--- src/hdl/x25rx_pkg.sv ---
// Shared types and constants for the X.25 packet-layer receive state machine.
// Used by the front, queue, back and top-level modules; no dependencies.
package x25rx_pkg;

  // Sequence number and register widths
  localparam int unsigned SeqW   = 3;
  localparam int unsigned TicksW = 16;
  localparam int unsigned WinW   = 3;
  localparam int unsigned ActW   = 4;
  localparam int unsigned CfgIdxW = 2;
  localparam int unsigned CfgDataW = 16;
  localparam int unsigned InDataW  = 16;
  localparam int unsigned OutDataW = 40;

  // Configuration register indexes
  localparam logic [CfgIdxW-1:0] CFG_WINDOW_SIZE  = 2'd0;
  localparam logic [CfgIdxW-1:0] CFG_RESET_TICKS  = 2'd1;
  localparam logic [CfgIdxW-1:0] CFG_HOLDBACK     = 2'd2;

  // Configuration reset values
  localparam logic [WinW-1:0]   WINDOW_RESET    = 3'd2;
  localparam logic [TicksW-1:0] RST_TICKS_RESET = 16'd180;
  localparam logic [TicksW-1:0] HOLDBACK_RESET  = 16'd50;

  // Raw action codes on the input stream
  typedef enum logic [ActW-1:0] {
    ACT_CALL_ACCEPTED = 4'd0,
    ACT_CLEAR_REQ     = 4'd1,
    ACT_CLEAR_CONF    = 4'd2,
    ACT_RESET_REQ     = 4'd3,
    ACT_RESET_CONF    = 4'd4,
    ACT_RR            = 4'd5,
    ACT_RNR           = 4'd6,
    ACT_DATA          = 4'd7,
    ACT_UNKNOWN       = 4'd8,
    ACT_CALL_SENT     = 4'd9,
    ACT_CLEAR_SENT    = 4'd10,
    ACT_DATA_SENT     = 4'd11
  } action_e;

  // Classified event kind carried through the queue
  typedef enum logic [3:0] {
    KIND_UNKNOWN,
    KIND_CALL_ACCEPTED,
    KIND_CLEAR_REQ,
    KIND_CLEAR_CONF,
    KIND_RESET_REQ,
    KIND_RESET_CONF,
    KIND_RR,
    KIND_RNR,
    KIND_DATA,
    KIND_CALL_SENT,
    KIND_CLEAR_SENT,
    KIND_DATA_SENT
  } kind_e;

  // Circuit state
  typedef enum logic [2:0] {
    MODE_IDLE          = 3'd0,
    MODE_AWAIT_ACCEPT  = 3'd1,
    MODE_AWAIT_CLEAR   = 3'd2,
    MODE_CONNECTED     = 3'd3,
    MODE_AWAIT_RESET   = 3'd4
  } mode_e;

  // Packet to send
  typedef enum logic [2:0] {
    SEND_NONE       = 3'd0,
    SEND_RESET_CONF = 3'd1,
    SEND_CLEAR_CONF = 3'd2,
    SEND_RESET_REQ  = 3'd3,
    SEND_RR         = 3'd4,
    SEND_RNR        = 3'd5
  } send_e;

  // Status code
  typedef enum logic [1:0] {
    STAT_OK         = 2'd0,
    STAT_REFUSED    = 2'd1,
    STAT_UNEXPECTED = 2'd2
  } status_e;

  // One classified item in the queue
  typedef struct packed {
    kind_e           kind;
    logic [SeqW-1:0] rx_seq;
    logic [SeqW-1:0] ack_seq;
    logic            more_bit;
    logic            rx_space_ok;
  } item_t;

  // One result item
  typedef struct packed {
    logic              own_busy;
    logic              peer_busy;
    status_e           status_code;
    logic [TicksW-1:0] timer_value;
    logic              timer_write;
    logic              flush_queues;
    mode_e             circuit_state;
    logic              ack_update;
    logic [SeqW-1:0]   acked_upto;
    logic              more_follows;
    logic              deliver;
    send_e             send_packet;
  } result_t;

  // Configuration registers as seen by the back end
  typedef struct packed {
    logic [WinW-1:0]   window_size;
    logic [TicksW-1:0] reset_timer_ticks;
    logic [TicksW-1:0] holdback_ticks;
  } cfg_t;

  // Queue status toward the front end
  typedef struct packed {
    logic full;
    logic empty;
  } q_status_t;

endpackage

--- src/hdl/x25_packet_layer_rx_fsm_unit.sv ---
// Top level of the X.25 packet-layer receive state machine (modulo 8).
// Depends on x25rx_pkg, x25rx_front, x25rx_queue and x25rx_back.
//
// Usage:
//   s_axis carries one decoded packet or local event per transfer; m_axis
//   returns exactly one result per input transfer, in order. The cfg port
//   writes window_size (index 0), reset_timer_ticks (1) and holdback_ticks (2)
//   on any clock edge with cfg_we_i high; write only while the block is idle.
// Path: the front register loads at the input transfer edge, then the queue
//   entry, then the result register, which raises m_axis_tvalid; the result
//   transfer completes when m_axis_tready is high.
// Throughput: one item per cycle while m_axis_tready is high; the back end
//   retires one queued event each cycle, as the next state is computed combinationally.
// Reset: circuit state goes to idle, V(S), V(A), V(R), V(L) and all flags to
//   zero, configuration to window 2, reset timer 180, hold-back 50.
// Stall: when m_axis_tready is low the result register holds; the two-entry
//   queue and the front register absorb up to three more items before
//   s_axis_tready drops. Nothing is lost or repeated.
module x25_packet_layer_rx_fsm_unit (
  input  logic                             clk_i,
  input  logic                             rst_ni,
  // action[3:0], rx_seq[6:4], ack_seq[9:7], more_bit[10], rx_space_ok[11]
  input  logic [x25rx_pkg::InDataW-1:0]    s_axis_tdata,
  input  logic                             s_axis_tvalid,
  output logic                             s_axis_tready,
  // send_packet[2:0], deliver[3], more_follows[4], acked_upto[7:5],
  // ack_update[8], circuit_state[11:9], flush_queues[12], timer_write[13],
  // timer_value[29:14], status_code[31:30], peer_busy[32], own_busy[33]
  output logic [x25rx_pkg::OutDataW-1:0]   m_axis_tdata,
  output logic                             m_axis_tvalid,
  input  logic                             m_axis_tready,
  input  logic                             cfg_we_i,
  input  logic [x25rx_pkg::CfgIdxW-1:0]    cfg_idx_i,
  input  logic [x25rx_pkg::CfgDataW-1:0]   cfg_wdata_i
);

  x25rx_pkg::cfg_t      cfg_q;
  x25rx_pkg::q_status_t q_status;
  x25rx_pkg::item_t     push_item;
  x25rx_pkg::item_t     head;
  x25rx_pkg::result_t   result;
  logic                 push;
  logic                 pop;

  // Configuration registers
  always_ff @(posedge clk_i or negedge rst_ni) begin
    if (!rst_ni) begin
      cfg_q.window_size       <= x25rx_pkg::WINDOW_RESET;
      cfg_q.reset_timer_ticks <= x25rx_pkg::RST_TICKS_RESET;
      cfg_q.holdback_ticks    <= x25rx_pkg::HOLDBACK_RESET;
    end else if (cfg_we_i) begin
      unique case (cfg_idx_i)
        x25rx_pkg::CFG_WINDOW_SIZE: cfg_q.window_size       <= cfg_wdata_i[x25rx_pkg::WinW-1:0];
        x25rx_pkg::CFG_RESET_TICKS: cfg_q.reset_timer_ticks <= cfg_wdata_i;
        x25rx_pkg::CFG_HOLDBACK:    cfg_q.holdback_ticks    <= cfg_wdata_i;
        default: begin
          // Unused index: drop the write
        end
      endcase
    end
  end

  x25rx_front u_front (
    .clk_i         (clk_i),
    .rst_ni        (rst_ni),
    .in_valid_i    (s_axis_tvalid),
    .in_ready_o    (s_axis_tready),
    .action_i      (s_axis_tdata[3:0]),
    .rx_seq_i      (s_axis_tdata[6:4]),
    .ack_seq_i     (s_axis_tdata[9:7]),
    .more_bit_i    (s_axis_tdata[10]),
    .rx_space_ok_i (s_axis_tdata[11]),
    .q_status_i    (q_status),
    .push_o        (push),
    .push_item_o   (push_item)
  );

  x25rx_queue u_queue (
    .clk_i       (clk_i),
    .rst_ni      (rst_ni),
    .push_i      (push),
    .push_item_i (push_item),
    .pop_i       (pop),
    .head_o      (head),
    .status_o    (q_status)
  );

  x25rx_back u_back (
    .clk_i       (clk_i),
    .rst_ni      (rst_ni),
    .cfg_i       (cfg_q),
    .head_i      (head),
    .q_empty_i   (q_status.empty),
    .pop_o       (pop),
    .out_valid_o (m_axis_tvalid),
    .out_ready_i (m_axis_tready),
    .result_o    (result)
  );

  // Pack the result, zero-filled to whole bytes
  assign m_axis_tdata = {6'd0, result};

endmodule

--- src/hdl/x25rx_front.sv ---
// Front end: takes input transfers, decodes the action into an event kind
// and hands the classified item to the queue. Depends on x25rx_pkg.
module x25rx_front (
  input  logic                     clk_i,
  input  logic                     rst_ni,
  input  logic                     in_valid_i,
  output logic                     in_ready_o,
  input  logic [x25rx_pkg::ActW-1:0] action_i,
  input  logic [x25rx_pkg::SeqW-1:0] rx_seq_i,
  input  logic [x25rx_pkg::SeqW-1:0] ack_seq_i,
  input  logic                     more_bit_i,
  input  logic                     rx_space_ok_i,
  input  x25rx_pkg::q_status_t     q_status_i,
  output logic                     push_o,
  output x25rx_pkg::item_t         push_item_o
);

  logic                 valid_q, valid_d;
  x25rx_pkg::item_t     item_q, item_d;
  x25rx_pkg::kind_e     kind;
  logic                 accept;

  // Decode the action code
  always_comb begin
    unique case (x25rx_pkg::action_e'(action_i))
      x25rx_pkg::ACT_CALL_ACCEPTED: kind = x25rx_pkg::KIND_CALL_ACCEPTED;
      x25rx_pkg::ACT_CLEAR_REQ:     kind = x25rx_pkg::KIND_CLEAR_REQ;
      x25rx_pkg::ACT_CLEAR_CONF:    kind = x25rx_pkg::KIND_CLEAR_CONF;
      x25rx_pkg::ACT_RESET_REQ:     kind = x25rx_pkg::KIND_RESET_REQ;
      x25rx_pkg::ACT_RESET_CONF:    kind = x25rx_pkg::KIND_RESET_CONF;
      x25rx_pkg::ACT_RR:            kind = x25rx_pkg::KIND_RR;
      x25rx_pkg::ACT_RNR:           kind = x25rx_pkg::KIND_RNR;
      x25rx_pkg::ACT_DATA:          kind = x25rx_pkg::KIND_DATA;
      x25rx_pkg::ACT_CALL_SENT:     kind = x25rx_pkg::KIND_CALL_SENT;
      x25rx_pkg::ACT_CLEAR_SENT:    kind = x25rx_pkg::KIND_CLEAR_SENT;
      x25rx_pkg::ACT_DATA_SENT:     kind = x25rx_pkg::KIND_DATA_SENT;
      default:                      kind = x25rx_pkg::KIND_UNKNOWN;
    endcase
  end

  // Hand over to the queue whenever it has room
  assign push_o      = valid_q && !q_status_i.full;
  assign push_item_o = item_q;
  assign in_ready_o  = !valid_q || !q_status_i.full;
  assign accept      = in_valid_i && in_ready_o;

  always_comb begin
    valid_d = valid_q;
    item_d  = item_q;
    if (push_o) begin
      valid_d = 1'b0;
    end
    if (accept) begin
      valid_d             = 1'b1;
      item_d.kind         = kind;
      item_d.rx_seq       = rx_seq_i;
      item_d.ack_seq      = ack_seq_i;
      item_d.more_bit     = more_bit_i;
      item_d.rx_space_ok  = rx_space_ok_i;
    end
  end

  always_ff @(posedge clk_i or negedge rst_ni) begin
    if (!rst_ni) begin
      valid_q <= 1'b0;
    end else begin
      valid_q <= valid_d;
    end
  end

  always_ff @(posedge clk_i) begin
    item_q <= item_d;
  end

endmodule

--- src/hdl/x25rx_queue.sv ---
// Two-entry queue between the front end and the back end.
// Depends on x25rx_pkg for the item type.
module x25rx_queue (
  input  logic                 clk_i,
  input  logic                 rst_ni,
  input  logic                 push_i,
  input  x25rx_pkg::item_t     push_item_i,
  input  logic                 pop_i,
  output x25rx_pkg::item_t     head_o,
  output x25rx_pkg::q_status_t status_o
);

  x25rx_pkg::item_t mem_q [2];
  logic             wr_ptr_q, wr_ptr_d;
  logic             rd_ptr_q, rd_ptr_d;
  logic [1:0]       count_q, count_d;

  assign status_o.full  = (count_q == 2'd2);
  assign status_o.empty = (count_q == 2'd0);
  assign head_o         = mem_q[rd_ptr_q];

  // Advance pointers and occupancy
  always_comb begin
    wr_ptr_d = wr_ptr_q;
    rd_ptr_d = rd_ptr_q;
    count_d  = count_q;
    if (push_i) begin
      wr_ptr_d = ~wr_ptr_q;
    end
    if (pop_i) begin
      rd_ptr_d = ~rd_ptr_q;
    end
    if (push_i && !pop_i) begin
      count_d = count_q + 2'd1;
    end else if (pop_i && !push_i) begin
      count_d = count_q - 2'd1;
    end
  end

  always_ff @(posedge clk_i or negedge rst_ni) begin
    if (!rst_ni) begin
      wr_ptr_q <= 1'b0;
      rd_ptr_q <= 1'b0;
      count_q  <= 2'd0;
    end else begin
      wr_ptr_q <= wr_ptr_d;
      rd_ptr_q <= rd_ptr_d;
      count_q  <= count_d;
    end
  end

  // Store the pushed item
  always_ff @(posedge clk_i) begin
    if (push_i) begin
      mem_q[wr_ptr_q] <= push_item_i;
    end
  end

endmodule

--- src/hdl/x25rx_back.sv ---
// Back end: executes one queued event per cycle, while the output register is
// free or being drained, against the circuit state and holds the result in an output register. Depends on x25rx_pkg.
module x25rx_back (
  input  logic                 clk_i,
  input  logic                 rst_ni,
  input  x25rx_pkg::cfg_t      cfg_i,
  input  x25rx_pkg::item_t     head_i,
  input  logic                 q_empty_i,
  output logic                 pop_o,
  output logic                 out_valid_o,
  input  logic                 out_ready_i,
  output x25rx_pkg::result_t   result_o
);

  localparam int unsigned SeqW = x25rx_pkg::SeqW;

  x25rx_pkg::mode_e   mode_q, mode_d;
  logic [SeqW-1:0]    vs_q, vs_d;
  logic [SeqW-1:0]    va_q, va_d;
  logic [SeqW-1:0]    vr_q, vr_d;
  logic [SeqW-1:0]    vl_q, vl_d;
  logic               peer_q, peer_d;
  logic               own_q, own_d;
  logic               ackp_q, ackp_d;
  logic               out_valid_q, out_valid_d;
  x25rx_pkg::result_t res_q, res_d;
  logic [SeqW-1:0]    nr_off;
  logic [SeqW-1:0]    nr_span;
  logic [SeqW-1:0]    ack_mark;
  logic               nr_ok;

  // Take the next event when the output register is free or being drained
  assign pop_o       = !q_empty_i && (!out_valid_q || out_ready_i);
  assign out_valid_o = out_valid_q;
  assign result_o    = res_q;

  // N(R) window check against V(A)..V(S)
  assign nr_off  = head_i.ack_seq - va_q;
  assign nr_span = vs_q - va_q;
  assign nr_ok   = (nr_off <= nr_span);

  // Next circuit state and result
  always_comb begin
    mode_d   = mode_q;
    vs_d     = vs_q;
    va_d     = va_q;
    vr_d     = vr_q;
    vl_d     = vl_q;
    peer_d   = peer_q;
    own_d    = own_q;
    ackp_d   = ackp_q;
    ack_mark = '0;
    res_d    = '0;
    res_d.send_packet = x25rx_pkg::SEND_NONE;
    res_d.status_code = x25rx_pkg::STAT_OK;

    unique case (head_i.kind)
      x25rx_pkg::KIND_UNKNOWN: begin
        res_d.status_code = x25rx_pkg::STAT_UNEXPECTED;
      end
      x25rx_pkg::KIND_CALL_SENT: begin
        if (mode_q == x25rx_pkg::MODE_IDLE) begin
          vs_d = '0; va_d = '0; vr_d = '0; vl_d = '0;
          peer_d = 1'b0; own_d = 1'b0; ackp_d = 1'b0;
          mode_d = x25rx_pkg::MODE_AWAIT_ACCEPT;
        end else begin
          res_d.status_code = x25rx_pkg::STAT_UNEXPECTED;
        end
      end
      x25rx_pkg::KIND_CLEAR_SENT: begin
        if (mode_q == x25rx_pkg::MODE_AWAIT_ACCEPT || mode_q == x25rx_pkg::MODE_CONNECTED ||
            mode_q == x25rx_pkg::MODE_AWAIT_RESET) begin
          mode_d = x25rx_pkg::MODE_AWAIT_CLEAR;
          res_d.flush_queues = 1'b1;
        end else begin
          res_d.status_code = x25rx_pkg::STAT_UNEXPECTED;
        end
      end
      x25rx_pkg::KIND_DATA_SENT: begin
        if (mode_q == x25rx_pkg::MODE_CONNECTED) begin
          vs_d = vs_q + 3'd1;
        end else begin
          res_d.status_code = x25rx_pkg::STAT_UNEXPECTED;
        end
      end
      default: begin
        // Packets from the peer, handled per circuit state
        unique case (mode_q)
          x25rx_pkg::MODE_AWAIT_ACCEPT: begin
            if (head_i.kind == x25rx_pkg::KIND_CALL_ACCEPTED) begin
              vs_d = '0; va_d = '0; vr_d = '0; vl_d = '0;
              peer_d = 1'b0; own_d = 1'b0; ackp_d = 1'b0;
              mode_d = x25rx_pkg::MODE_CONNECTED;
              res_d.timer_write = 1'b1;
            end else if (head_i.kind == x25rx_pkg::KIND_CLEAR_REQ) begin
              res_d.flush_queues = 1'b1;
              mode_d = x25rx_pkg::MODE_IDLE;
              res_d.status_code = x25rx_pkg::STAT_REFUSED;
            end else begin
              res_d.status_code = x25rx_pkg::STAT_UNEXPECTED;
            end
          end
          x25rx_pkg::MODE_AWAIT_CLEAR: begin
            if (head_i.kind == x25rx_pkg::KIND_CLEAR_REQ ||
                head_i.kind == x25rx_pkg::KIND_CLEAR_CONF) begin
              mode_d = x25rx_pkg::MODE_IDLE;
            end else begin
              res_d.status_code = x25rx_pkg::STAT_UNEXPECTED;
            end
          end
          x25rx_pkg::MODE_CONNECTED: begin
            if (head_i.kind == x25rx_pkg::KIND_RESET_REQ) begin
              res_d.flush_queues = 1'b1;
              res_d.send_packet  = x25rx_pkg::SEND_RESET_CONF;
              vs_d = '0; va_d = '0; vr_d = '0; vl_d = '0;
              peer_d = 1'b0; own_d = 1'b0; ackp_d = 1'b0;
              res_d.timer_write = 1'b1;
            end else if (head_i.kind == x25rx_pkg::KIND_CLEAR_REQ) begin
              res_d.flush_queues = 1'b1;
              res_d.send_packet  = x25rx_pkg::SEND_CLEAR_CONF;
              mode_d = x25rx_pkg::MODE_IDLE;
            end else if (head_i.kind == x25rx_pkg::KIND_RR ||
                         head_i.kind == x25rx_pkg::KIND_RNR ||
                         head_i.kind == x25rx_pkg::KIND_DATA) begin
              peer_d = (head_i.kind == x25rx_pkg::KIND_RNR);
              if (!nr_ok) begin
                // Bad N(R): request a reset
                res_d.flush_queues = 1'b1;
                res_d.send_packet  = x25rx_pkg::SEND_RESET_REQ;
                vs_d = '0; va_d = '0; vr_d = '0; vl_d = '0;
                peer_d = 1'b0; own_d = 1'b0; ackp_d = 1'b0;
                mode_d = x25rx_pkg::MODE_AWAIT_RESET;
                res_d.timer_write = 1'b1;
                res_d.timer_value = cfg_i.reset_timer_ticks;
              end else begin
                res_d.ack_update = (va_q != head_i.ack_seq);
                va_d = head_i.ack_seq;
                if (head_i.kind == x25rx_pkg::KIND_DATA && !own_q) begin
                  if (head_i.rx_seq == vr_q) begin
                    if (head_i.rx_space_ok) begin
                      vr_d = vr_q + 3'd1;
                      res_d.deliver      = 1'b1;
                      res_d.more_follows = head_i.more_bit;
                    end else begin
                      own_d = 1'b1;
                    end
                  end
                  // Force an acknowledgement once the window fills
                  ack_mark = vl_q + cfg_i.window_size;
                  res_d.timer_write = 1'b1;
                  if (ack_mark == vr_d) begin
                    ackp_d = 1'b0;
                    res_d.send_packet = own_d ? x25rx_pkg::SEND_RNR : x25rx_pkg::SEND_RR;
                    vl_d = vr_d;
                  end else begin
                    ackp_d = 1'b1;
                    res_d.timer_value = cfg_i.holdback_ticks;
                  end
                end
              end
            end else begin
              res_d.status_code = x25rx_pkg::STAT_UNEXPECTED;
            end
          end
          x25rx_pkg::MODE_AWAIT_RESET: begin
            if (head_i.kind == x25rx_pkg::KIND_RESET_REQ ||
                head_i.kind == x25rx_pkg::KIND_RESET_CONF) begin
              vs_d = '0; va_d = '0; vr_d = '0; vl_d = '0;
              peer_d = 1'b0; own_d = 1'b0; ackp_d = 1'b0;
              mode_d = x25rx_pkg::MODE_CONNECTED;
              res_d.timer_write = 1'b1;
            end else if (head_i.kind == x25rx_pkg::KIND_CLEAR_REQ) begin
              res_d.flush_queues = 1'b1;
              res_d.send_packet  = x25rx_pkg::SEND_CLEAR_CONF;
              res_d.timer_write  = 1'b1;
              mode_d = x25rx_pkg::MODE_IDLE;
            end else begin
              res_d.status_code = x25rx_pkg::STAT_UNEXPECTED;
            end
          end
          default: begin
            // Idle: peer packets are dropped quietly
            res_d.status_code = x25rx_pkg::STAT_OK;
          end
        endcase
      end
    endcase

    res_d.acked_upto    = va_d;
    res_d.circuit_state = mode_d;
    res_d.peer_busy     = peer_d;
    res_d.own_busy      = own_d;

    out_valid_d = out_valid_q;
    if (out_ready_i) begin
      out_valid_d = 1'b0;
    end
    if (pop_o) begin
      out_valid_d = 1'b1;
    end
  end

  // Circuit state registers
  always_ff @(posedge clk_i or negedge rst_ni) begin
    if (!rst_ni) begin
      mode_q      <= x25rx_pkg::MODE_IDLE;
      vs_q        <= '0;
      va_q        <= '0;
      vr_q        <= '0;
      vl_q        <= '0;
      peer_q      <= 1'b0;
      own_q       <= 1'b0;
      ackp_q      <= 1'b0;
      out_valid_q <= 1'b0;
    end else begin
      out_valid_q <= out_valid_d;
      if (pop_o) begin
        mode_q <= mode_d;
        vs_q   <= vs_d;
        va_q   <= va_d;
        vr_q   <= vr_d;
        vl_q   <= vl_d;
        peer_q <= peer_d;
        own_q  <= own_d;
        ackp_q <= ackp_d;
      end
    end
  end

  // Result register
  always_ff @(posedge clk_i) begin
    if (pop_o) begin
      res_q <= res_d;
    end
  end

endmodule
--- config.mk ---
export PLATFORM = sky130hd
export DESIGN_NAME = x25_packet_layer_rx_fsm_unit
export DESIGN_NICKNAME = d
export VERILOG_FILES = /design/src/hdl/x25rx_pkg.sv /design/src/hdl/x25_packet_layer_rx_fsm_unit.sv /design/src/hdl/x25rx_front.sv /design/src/hdl/x25rx_queue.sv /design/src/hdl/x25rx_back.sv
export SDC_FILE = /design/constraint.sdc
export NUM_CORES = 1
export LEC_CHECK = 0
export BUFFER_PORTS_ARGS = -buffer_cell sky130_fd_sc_hd__buf_4
export CORE_MARGIN = 4
export CORE_UTILIZATION = 52
export DETAILED_ROUTE_END_ITERATION = 8
export GPL_TIMING_DRIVEN = 0
export PLACE_DENSITY = 0.72
export SYNTH_ARGS = -nofsm -noshare
export SYNTH_HDL_FRONTEND = slang
export SYNTH_SLANG_ARGS = --single-unit
--- constraint.sdc ---
create_clock -name clk_i -period 3.5 [get_ports clk_i]
set_clock_uncertainty 0.2 [all_clocks]
set_input_delay 0.35 -clock clk_i [delete_from_list [all_inputs] [get_ports clk_i]]
set_output_delay 0.35 -clock clk_i [all_outputs]
set_load 0.05 [all_outputs]
### Word level (Yosys, flattened, before mapping)

Memories as Yosys holds them, arrays and structs flattened. A register that Yosys moved wholly into a read port is not among the register bits.
Index checks and enable logic that the tools add are counted.

| storage, ports and cells | value |
|---|---|
| memory bits (writable) | 24 |
| flip-flop bits (word level) | 100 |
| input bits | 39 |
| output and inout bits | 42 |
| memories kept | 2 |
| ROM bits | 64 |
| logic and storage cells | 260 |

| operators by class | value |
|---|---|
| reductions and logical operators | 44 |
| bitwise gates (word level) | 10 |
| equality and inequality tests | 34 |
| magnitude comparators | 1 |
| muxes and demuxes | 131 |
| add/subtract/negate cells | 7 |

Memories:

| memory | depth | width | read ports | clocked after memory_dff | write ports | RTL line | RTL |
|---|---|---|---|---|---|---|---|
| (no name shown) | 16 | 4 | 1 | 1 | 0 | x25rx_front.sv:25 | `unique case (x25rx_pkg::action_e'(action_i))` |
| u_queue.mem_q | 2 | 12 | 1 | 0 | 1 | x25rx_queue.sv:13 | `x25rx_pkg::item_t mem_q [2];` |

Operators with widths:

| operator | count |
|---|---|
| $mux 3 | 52 |
| $pmux 3 s3 | 6 |
| $mux 1 | 40 |
| $mux 18 | 2 |
| $mux 17 | 2 |
| $mux 2 | 14 |
| $ne 5x5->1 const B | 5 |
| $pmux 3 s2 | 4 |
| $reduce_and 10->1 | 2 |
| $mux 19 | 1 |
| $eq 4x3->1 const B | 4 |
| $eq 4x4->1 const B | 4 |
| $mux 16 | 1 |
| $ne 4x4->1 const B | 4 |
| $pmux 2 s4 | 2 |
| $pmux 3 s4 | 1 |
| $reduce_or 12->1 | 1 |
| $reduce_or 11->1 | 1 |
| $not 1->1 | 10 |
| $reduce_and 9->1 | 1 |
| $reduce_or 9->1 | 1 |
| $eq 4x2->1 const B | 2 |
| $logic_or 1x1->1 | 8 |
| $reduce_or 8->1 | 1 |
| 30 further kinds | 58 |

### Longest topological paths before layout

Gate-level depths: netlist (run 1).

| depth | value |
|---|---|
| depth in word-level cells | 19 |
| mapped depth | 16 |
| gate-level depth less buffers | 12 |

### Hierarchy

Synthesis (run 1) repeated with hierarchy kept, for this count alone.

| second synthesis, totals | value |
|---|---|
| cells, all modules | 507 |
| area total of the unflattened synthesis | 6,471.2 um^2 |

Modules (own cells, without submodules):

| module | cells an instance | times used | area an instance (um^2) | sequential area each (um^2) |
|---|---|---|---|---|
| x25rx_back | 341 | 1 | 3,395.8 | 1,471.4 |
| x25_packet_layer_rx_fsm_unit | 82 | 1 | 1,478.9 | 885.8 |
| x25rx_queue | 53 | 1 | 1,087.3 | 820.8 |
| x25rx_front | 31 | 1 | 509.2 | 385.4 |

### Worst setup path after synthesis (run 1)

Ideal clock, no wire load.

| timing | value |
|---|---|
| path kind | reg2reg |
| from | reg u_queue.rd_ptr_q |
| to | reg u_back.vr_q[0] |
| arrival | 3.459 ns |
| data required time | 3.205 ns |
| path slack | -0.255 ns |
| buffers on the path | 4 |
| clock period less this slack | 3.755 ns |
| setup time | 0.095 ns |
| stages on the path, launching flop included | 16 |
| path through | dfrtp_1 buf_6 buf_6 buf_4 mux2i_1 ha_1 inv_1 fa_1 ha_1 nor2b_1 o21a_1 o21a_1 or3_1 buf_2 or3_1 o31ai_1 |

| between the ends | value |
|---|---|
| cells in the longest elaborated chain, start to end | 17 |
| elaborated cells between the ends (all ways) | 45 |
| those cells by class | add/sub: 1; order compare: 1; eq/ne: 17; mux: 16; bitwise: 1; reduce/logical: 8; memory: 1 |

Ends and longest elaborated chain:

| item | RTL line | RTL |
|---|---|---|
| from (decl) | x25rx_queue.sv:15 | `logic rd_ptr_q, rd_ptr_d;` |
| from (signal assigned) | x25rx_queue.sv:47 | `rd_ptr_q <= rd_ptr_d;` |
| $mem_v2 2x12 * | - |  |
| $eq 3x3->1 / $mux 3 (equally long branches) | x25rx_back.sv:139, x25rx_back.sv:140 |  |
| $mux 3 | x25rx_back.sv:139 | `if (head_i.rx_seq == vr_q) begin` |
| $mux 3 | x25rx_back.sv:138 | `if (head_i.kind == x25rx_pkg::KIND_DATA && !own_q) begin` |
| $mux 3 | x25rx_back.sv:126 | `if (!nr_ok) begin` |
| $mux 3 | x25rx_back.sv:122 | `end else if (head_i.kind == x25rx_pkg::KIND_RR \|\|` |
| $mux 3 | x25rx_back.sv:118 | `end else if (head_i.kind == x25rx_pkg::KIND_CLEAR_REQ) begin` |
| $mux 3 | x25rx_back.sv:112 | `if (head_i.kind == x25rx_pkg::KIND_RESET_REQ) begin` |
| $mux 3 | x25rx_back.sv:88 | `unique case (mode_q)` |
| $mux 3 | x25rx_back.sv:57 | `unique case (head_i.kind)` |
| $mux 3 | x25rx_back.sv:138 |  |
| $mux 3 | x25rx_back.sv:126 |  |
| $mux 3 | x25rx_back.sv:122 |  |
| $mux 3 | x25rx_back.sv:118 |  |
| $mux 3 | x25rx_back.sv:112 |  |
| $pmux 3 s3 | x25rx_back.sv:88 |  |
| $pmux 3 s2 | x25rx_back.sv:57 |  |
| to (signal assigned) | x25rx_back.sv:221 | `vr_q <= vr_d;` |
| to (decl) | x25rx_back.sv:20 | `logic [SeqW-1:0] vr_q, vr_d;` |

Every way passes the cells marked *; elsewhere a longest branch is shown, timed or not. The select of a mux whose other input is x is not followed.
A chain may end at the register's enable or synchronous reset.

### Worst setup path after layout (run 1)

| timing | value |
|---|---|
| from | reg u_queue.rd_ptr_q |
| to | reg u_back.vr_q[2] |

The elaborated chain is that of the path after synthesis.

==> results of run 1 <==
Yosys cell counts (all sizes together), types with 4 or more instances:
cell type	instances	share of area, %
nor3	12	1.2
buf	16	1.9
mux2	39	7.1
nand3	4	0.41
a31oi	6	0.61
nand3b	5	0.61
a22o	18	2.6
o21bai	4	0.49
xor2	4	0.57
nand2b	7	0.71
a21oi	14	1.2
or2	4	0.41
dfstp	8	3.4
o31ai	5	0.61
clkbuf	6	0.36
mux2i	14	2.7
inv	12	0.73
dfrtp	50	20
nor2b	4	0.41
nor4b	4	0.91
nor2	32	2.1
edfxtp	70	34
o21a	5	0.61
xnor2	18	2.6
ha	13	2.6
o21ai	25	2.0
o211ai	4	0.49
nand2	32	1.9
worst paths after layout:
check,endpoint,from
worst max-delay path,u_back.vr_q[2],u_queue.rd_ptr_q
worst min-delay path,u_front.push_item_o[10],s_axis_tdata[3]
worst max register to register,u_back.vr_q[2],u_queue.rd_ptr_q
worst min register to register,u_queue.mem_q[0][4],u_front.push_item_o[4]
max in group asynchronous,u_back.vl_q[1],rst_ni
min in group asynchronous,cfg_q[9],rst_ni
layout make-up:
class                           count  area (µm²)  area share, %
Inverter                           12        45.0          0.563
Buffer                             18         125           1.56
Timing Repair Buffer              113         916           11.4
Tap cell                          143         179           2.24
Sequential cell                   128        3560           44.5
Clock inverter                      8        75.1          0.938
Multi-Input combinational cell    324        2580           32.3
Clock buffer                       24         514           6.43
per-stage QoR:
stage / power [µW] / setup TNS [ps] / cells / util (%) / area, µm²
5_1_grt: 7360 / -2830 / 770 / 69.5 / 8000
2_1_floorplan: 4180 / -1380 / 486 / - / 6210
3_5_place_dp: 4890 / -23350 / 699 / 60.1 / 6920
6_report: 7000 / -256 / 770 / 69.5 / 8000
4_1_cts: 6800 / -285 / 766 / 68.4 / 7880
3_3_place_gp: 4840 / -20080 / 699 / 60.1 / 6920
power groups by stage:
stage	logic, µW	registers, µW	clock network [µW]
global placement	2560	2280	0
floorplan	1430	2750	0
detailed placement	2590	2300	0
CTS	2760	2280	1760
finish	2980	2280	1730
global route	3210	2330	1830
metal layers:
layer / global-route usage [%] / wire length (µm) / part of all wire [%] / up-vias
met1: 28.1 / 5950 / 44 / 2083
met4: 7.95 / 218 / 1.6 / 0
met2: 33.1 / 6700 / 49 / 154
li1: - / - / - / 2048
met3: 5.71 / 798 / 5.8 / 22
met5: 0 / 0 / 0 / -
kinds of logic (layout without fill, tap and decap cells):
family,after synthesis,after routing,synth area share (%)
flip-flops,128,128,57.7
buffers and inverters,34,175,2.98
XOR/XNOR,22,22,3.12
multiplexers,53,53,9.85
other,1,6,0.0608
AND/OR/NAND/NOR,123,123,10.9
adder cells (fa/ha/maj),16,16,3.61
AO/OA/AOI/OAI,104,104,11.7
sequential cells by signal (all words and copies together) (netlist names), 2 cells and up:
name                 cells
u_back.va_q              3
u_back.result_o         34
u_back.vl_q              3
u_front.push_item_o     12
u_queue.mem_q           24
u_back.vr_q              3
u_back.mode_q            3
u_queue.count_q          2
cfg_q                   35
u_back.vs_q              3
what timing repair did:
action,CTS,global route
resized for setup,16,19
buffers inserted,11,5
hold buffers,27,0
endpoints found under the setup margin,48,36
hold endpoints to repair,95,0
pin swaps,5,11
==> metrics.csv, run 1 <==
stage,metric,value,unit
floorplanning,die height,117,µm
sta,final critical-path required period,3590,ps
logic_synthesis,"FFs w/ async S/R, synth",45.3,%
placement,DP HPWL,9110,µm
layout,Ant. Diodes,0,
global_route,GRT Util Overall,21.0,%
placement,pre-CTS WS,-842,ps
placement,Buffers on Ports,70,
sta,Slew headroom,34.8,%
clock_network,root buf cell,clkbuf_16,
sta,RSZ-0062 raised after global routing,yes,
sta,worst slew pin tran,977,ps
clock_network,Num CTS Buffers,17,
power,P_leak,0.00321,µW
logic_synthesis,dominant synthesized flop cell,edfxtp_1,
logic_synthesis,Yosys warnings,0,
clock_network,Clock Latency Late Sink,420,ps
clock_network,H-tree lvl count,4,
route,First-pass DRT Iterations,7,
critical_path,worst reg-to-reg path cell count,12,
min_path,worst min-delay path category,primary input to register,
critical_path,"Slowest-stage cell, CP",fa_1,
floorplanning,die width,117,µm
critical_path,Worst Setup End Kind,register,
floorplanning,initial core utilization,53.6,%
logic_synthesis,number of distinct library cells after synthesis,65,
route,routed vias/inst,5.59,
layout,number of fill cells in the layout,773,
sta,final setup fails,10,
clock_network,clk buf depth,2,
critical_path,Worst path depth,12,
critical_path,Critical Path Fanout Max,5,
sta,Final Hold Fails,0,
critical_path,startpoint class of the critical path,register,
logic_synthesis,sequential share of the synthesized area,57.7,%
critical_path,CP max stage delay,450,ps
critical_path,"most used cell, CP",or3_4,
clock_network,CTS tree,done,
clock_network,Clock transition at path regs,60,ps
min_path,cell count of the worst hold path,2,
run_status,status,finished with violations,
layout,fraction of layout cells with a size suffix above 1,34.0,%
layout,nets,669,
power,Cell Pwr Density,875,nW/µm²
global_route,vias in the first global route,4242,
critical_path,"Worst Path Class, Setup",register to register,
logic_synthesis,Mean Syn Cell Area,12.8,µm²
sta,Max Fclk,0.279,GHz
layout,"most common cell after layout, fill and taps aside",buf_4,
logic_synthesis,synthesized cell area,6170,µm²
power,Clock Power Share,24.7,%
power,Sequential Power Share,32.6,%
power,Logic pwr share,42.7,%
global_route,first-pass GRT wire length,21900,µm
route,Routed wire per std cell,17.8,µm
power,Sw Share,38.8,%
power,maximum vdd drop,0.465,mV
run_status,failing checks,setup timing,
critical_path,CP Cell Sequence,buf_12 -> mux2i_4 -> ha_2 -> inv_2 -> fa_1 -> ha_1 -> nor2b_1 -> o21a_1 -> o21a_2 -> or3_4 -> or3_4 -> o31ai_2,
global_route,grt ovf,0,
power,sw power,2720,µW
logic_synthesis,Synth Instances,481,
layout,most frequent cells in the layout,"92 x buf_4, 70 x edfxtp_1, 50 x dfrtp_1",
critical_path,kind of cell adding the most delay to the critical path,adder cells,
floorplanning,Rows,39,
route,ANT nets after route,0,
route,Vias,4307,
logic_synthesis,#FFs+latches synth,128,
floorplanning,core box area,11500,µm²
critical_path,r2r setup slk,-90,ps
sta,WHS,54.8,ps
critical_path,Crit path buffers/inverters,2,
route,Post-Route WL,13700,µm
power,internal power,4280,µW
logic_synthesis,Post-synth EDFFs,70,
critical_path,worst path arrival time,3720,ps
layout,Area growth syn-to-layout,29.7,%
sta,final worst setup slack,-85.1,ps
global_route,initial antenna violation count,0,
clock_network,CTS Sinks,128,
critical_path,Worst EP required,3630,ps
route,Iteration-0 DRC Markers,358,
floorplanning,IO Count,81,
sta,Final period util,102,%
global_route,largest net degree at the start of global routing,59,
placement,gp weighted congestion,0.907,
sta,final slew viol count,0,
flow_run,max-cap violations,0,
route,DRC errors left,0,
floorplanning,die footprint,13700,µm²
No activity file was read; power rests on OpenSTA's default activity.
==> run 2: changes to the inputs <==
Settings changed: CORE_ASPECT_RATIO set to 0.8, CORE_UTILIZATION 52 to 55, PLACE_DENSITY 0.72 to 0.75.
Clock period 3.5 ns to 3.9 ns, I/O delays scaled along.
==> run 2 against run 1 <==
Effect of this change:
- the run now ends clean
- clock power shrank 8%
- setup slack gained 220 ps
- sequential share of layout area grew 1.8 points
- non-clock buffer count shrank 23
- sequential power shrank 10%
- global-route usage grew 0.68 points
- first-iteration DRC count shrank 26%
- fmax shrank 4.7%
- die area shrank 5.0%
- via count shrank 0.39%
- critical path type unchanged
- highest routed layer unchanged
==> metrics.csv, run 2 (synthesis results as in run 1) <==
stage,metric,value,unit,change
power,maximum vdd drop,0.551,mV,+18%
layout,Area growth syn-to-layout,24.6,%,
layout,Largest register FFs,35,,unchanged
floorplanning,IO Count,81,,unchanged
route,routed vias/inst,5.74,,+2.5%
layout,Top reg by flops,cfg_q,,
layout,"most common cell after layout, fill and taps aside",buf_4,,
sta,Max Fclk,0.266,GHz,-4.7%
critical_path,"Worst Path Class, Setup",register to register,,
min_path,worst min-delay path category,primary input to register,,
power,P_leak,0.00310,µW,-3.4%
placement,gp weighted congestion,0.956,,+5.4%
clock_network,CTS tree,done,,
power,Cell Pwr Density,790,nW/µm²,-9.6%
route,Iteration-0 DRC Markers,264,,-26%
layout,Layout Cells excl Fill,748,,-2.9%
critical_path,Critical Path Fanout Max,8,,+3
route,DRC errors left,0,,unchanged
sta,Final period util,96.4,%,-6.0 points
route,ANT nets after route,0,,unchanged
sta,final slew viol count,0,,unchanged
sta,worst slew pin tran,965,ps,-12.6 ps
critical_path,Worst EP required,4020,ps,+390 ps
global_route,first-pass GRT wire length,21900,µm,+0.22%
floorplanning,core box area,10900,µm²,-5.1%
global_route,vias in the first global route,4232,,-0.24%
flow_run,max-cap violations,0,,unchanged
critical_path,worst path arrival time,3880,ps,+160 ps
floorplanning,Rows,34,,-13%
placement,pre-CTS WS,-564,ps,+278 ps
route,Post-Route WL,13600,µm,-0.73%
critical_path,r2r startpoint,u_queue.rd_ptr_q,,
sta,final worst setup slack,139,ps,+224 ps
floorplanning,initial core utilization,56.4,%,+2.9 points
critical_path,startpoint class of the critical path,register,,
route,Routed wire per std cell,18.1,µm,+2.2%
sta,Slew headroom,35.5,%,+0.70 points
run_status,status,completed,,
sta,WHS,21.1,ps,-33.6 ps
clock_network,Clock Latency Late Sink,410,ps,about the same
floorplanning,die footprint,13000,µm²,-5.0%
clock_network,clk buf depth,2,,unchanged
global_route,initial antenna violation count,0,,unchanged
clock_network,H-tree lvl count,4,,unchanged
placement,Buffers on Ports,70,,unchanged
sta,Final Hold Fails,0,,unchanged
layout,most frequent cells in the layout,"83 x buf_4, 70 x edfxtp_1, 50 x dfrtp_1",,
floorplanning,die width,126,µm,+8.1%
critical_path,Worst Setup End Kind,register,,
layout,number of fill cells in the layout,773,,unchanged
placement,placed insts,700,,+0.14%
min_path,hold_sp,cfg_wdata_i[7],,
clock_network,CTS Sinks,128,,unchanged
route,Vias,4290,,-0.39%
placement,DP HPWL,9450,µm,+3.7%
clock_network,root buf cell,clkbuf_16,,
global_route,GRT Util Overall,21.7,%,+0.68 points
layout,nets,646,,-3.4%
clock_network,Num CTS Buffers,17,,unchanged
sta,final critical-path required period,3760,ps,+176 ps
sta,final setup fails,0,,-10
global_route,largest net degree at the start of global routing,59,,unchanged
route,First-pass DRT Iterations,6,,-1
clock_network,Clock transition at path regs,60,ps,about the same
layout,fraction of layout cells with a size suffix above 1,31.1,%,-2.8 points
floorplanning,die height,103,µm,-12%
global_route,grt ovf,0,,unchanged
critical_path,Critical Path Start,u_queue.rd_ptr_q,,
layout,Ant. Diodes,0,,unchanged
run 2: cell types whose count changed in the layout (fill, tap and decap cells not counted), moves of 2 or more:
cell | before | now
dlygate4sd3_1 | 27 | 10
buf_4 | 92 | 83
clkinv_1 | 0 | 4
a21oi_1 | 10 | 13
a21oi_2 | 4 | 1
buf_2 | 3 | 6
clkinv_2 | 4 | 1
inv_6 | 1 | 4
bufinv_16 | 1 | 3
clkbuf_1 | 9 | 7
clkbuf_8 | 2 | 0
o21ai_0 | 15 | 17
o21bai_1 | 2 | 4
run 2: worst max-delay path: stages (launching register included):
cell and delay (ps):
dfrtp_1 390, buf_12 140, mux2i_4 260, ha_1 180, inv_1 50, fa_1 450, ha_1 310, nor2b_1 130
o21a_1 190, o21a_2 250, or3_1 350, buf_2 190, or3_4 360, o31ai_2 220
run 2: path summary, 6_finish.rpt:
path | slack (ps) | end | cells past startpoint
setup / recovery | 140 | u_back.vr_q[2] | 13
hold / removal | 20 | cfg_q[7] | 2
setup reg to reg | 140 | u_back.vr_q[2] | 13
hold reg to reg | 240 | u_queue.mem_q[0][7] | 0
max in group asynchronous | 2560 | cfg_q[28] | 2
min in group asynchronous | 410 | u_back.peer_q | 2
run 2: report_power, final:
part           internal, µW  switching, µW
clock network          1000            584
logic                   847           1600
registers              1870            177
total                  3720           2360
run 2: cell type report:
| class | instances | area, µm² | share of cell area, % |
|---|---|---|---|
| Clock inverter | 14 | 161 | 2.10 |
| Clock buffer | 18 | 429 | 5.58 |
| Sequential cell | 128 | 3560 | 46.3 |
| Timing Repair Buffer | 88 | 703 | 9.14 |
| Tap cell | 144 | 180 | 2.34 |
| Buffer | 20 | 129 | 1.68 |
| Inverter | 12 | 45.0 | 0.586 |
| Multi-Input combinational cell | 324 | 2480 | 32.2 |
run 2: timing repair:
item,in CTS,in global routing
cloned,0,1
endpoints found under the setup margin,38,22
endpoints found under the hold margin,59,0
buffers inserted,1,6
pin swaps,1,0
hold buffers,10,0
resized for setup,3,8
run 2: stage by stage:
stage	power, µW	TNS (ps)	util (%)	area, µm²
floorplan	3730	0	-	6190
global placement	4320	-10400	63.1	6900
detailed placement	4370	-12350	63.1	6900
CTS	5980	0	69.4	7590
global route	6390	-4.21	70.3	7690
finish	6080	0	70.3	7690
run 2: per-layer routing:
metal / track usage [%] / part of all wire (%) / up-vias / routed length [µm]
met2: 36.6 / 49 / 144 / 6610
met1: 29.2 / 44 / 2120 / 6010
met5: 0 / 0 / - / 0
met3: 4.82 / 6.0 / 17 / 808
met4: 5.28 / 1.0 / 0 / 139
li1: - / - / 2009 / -
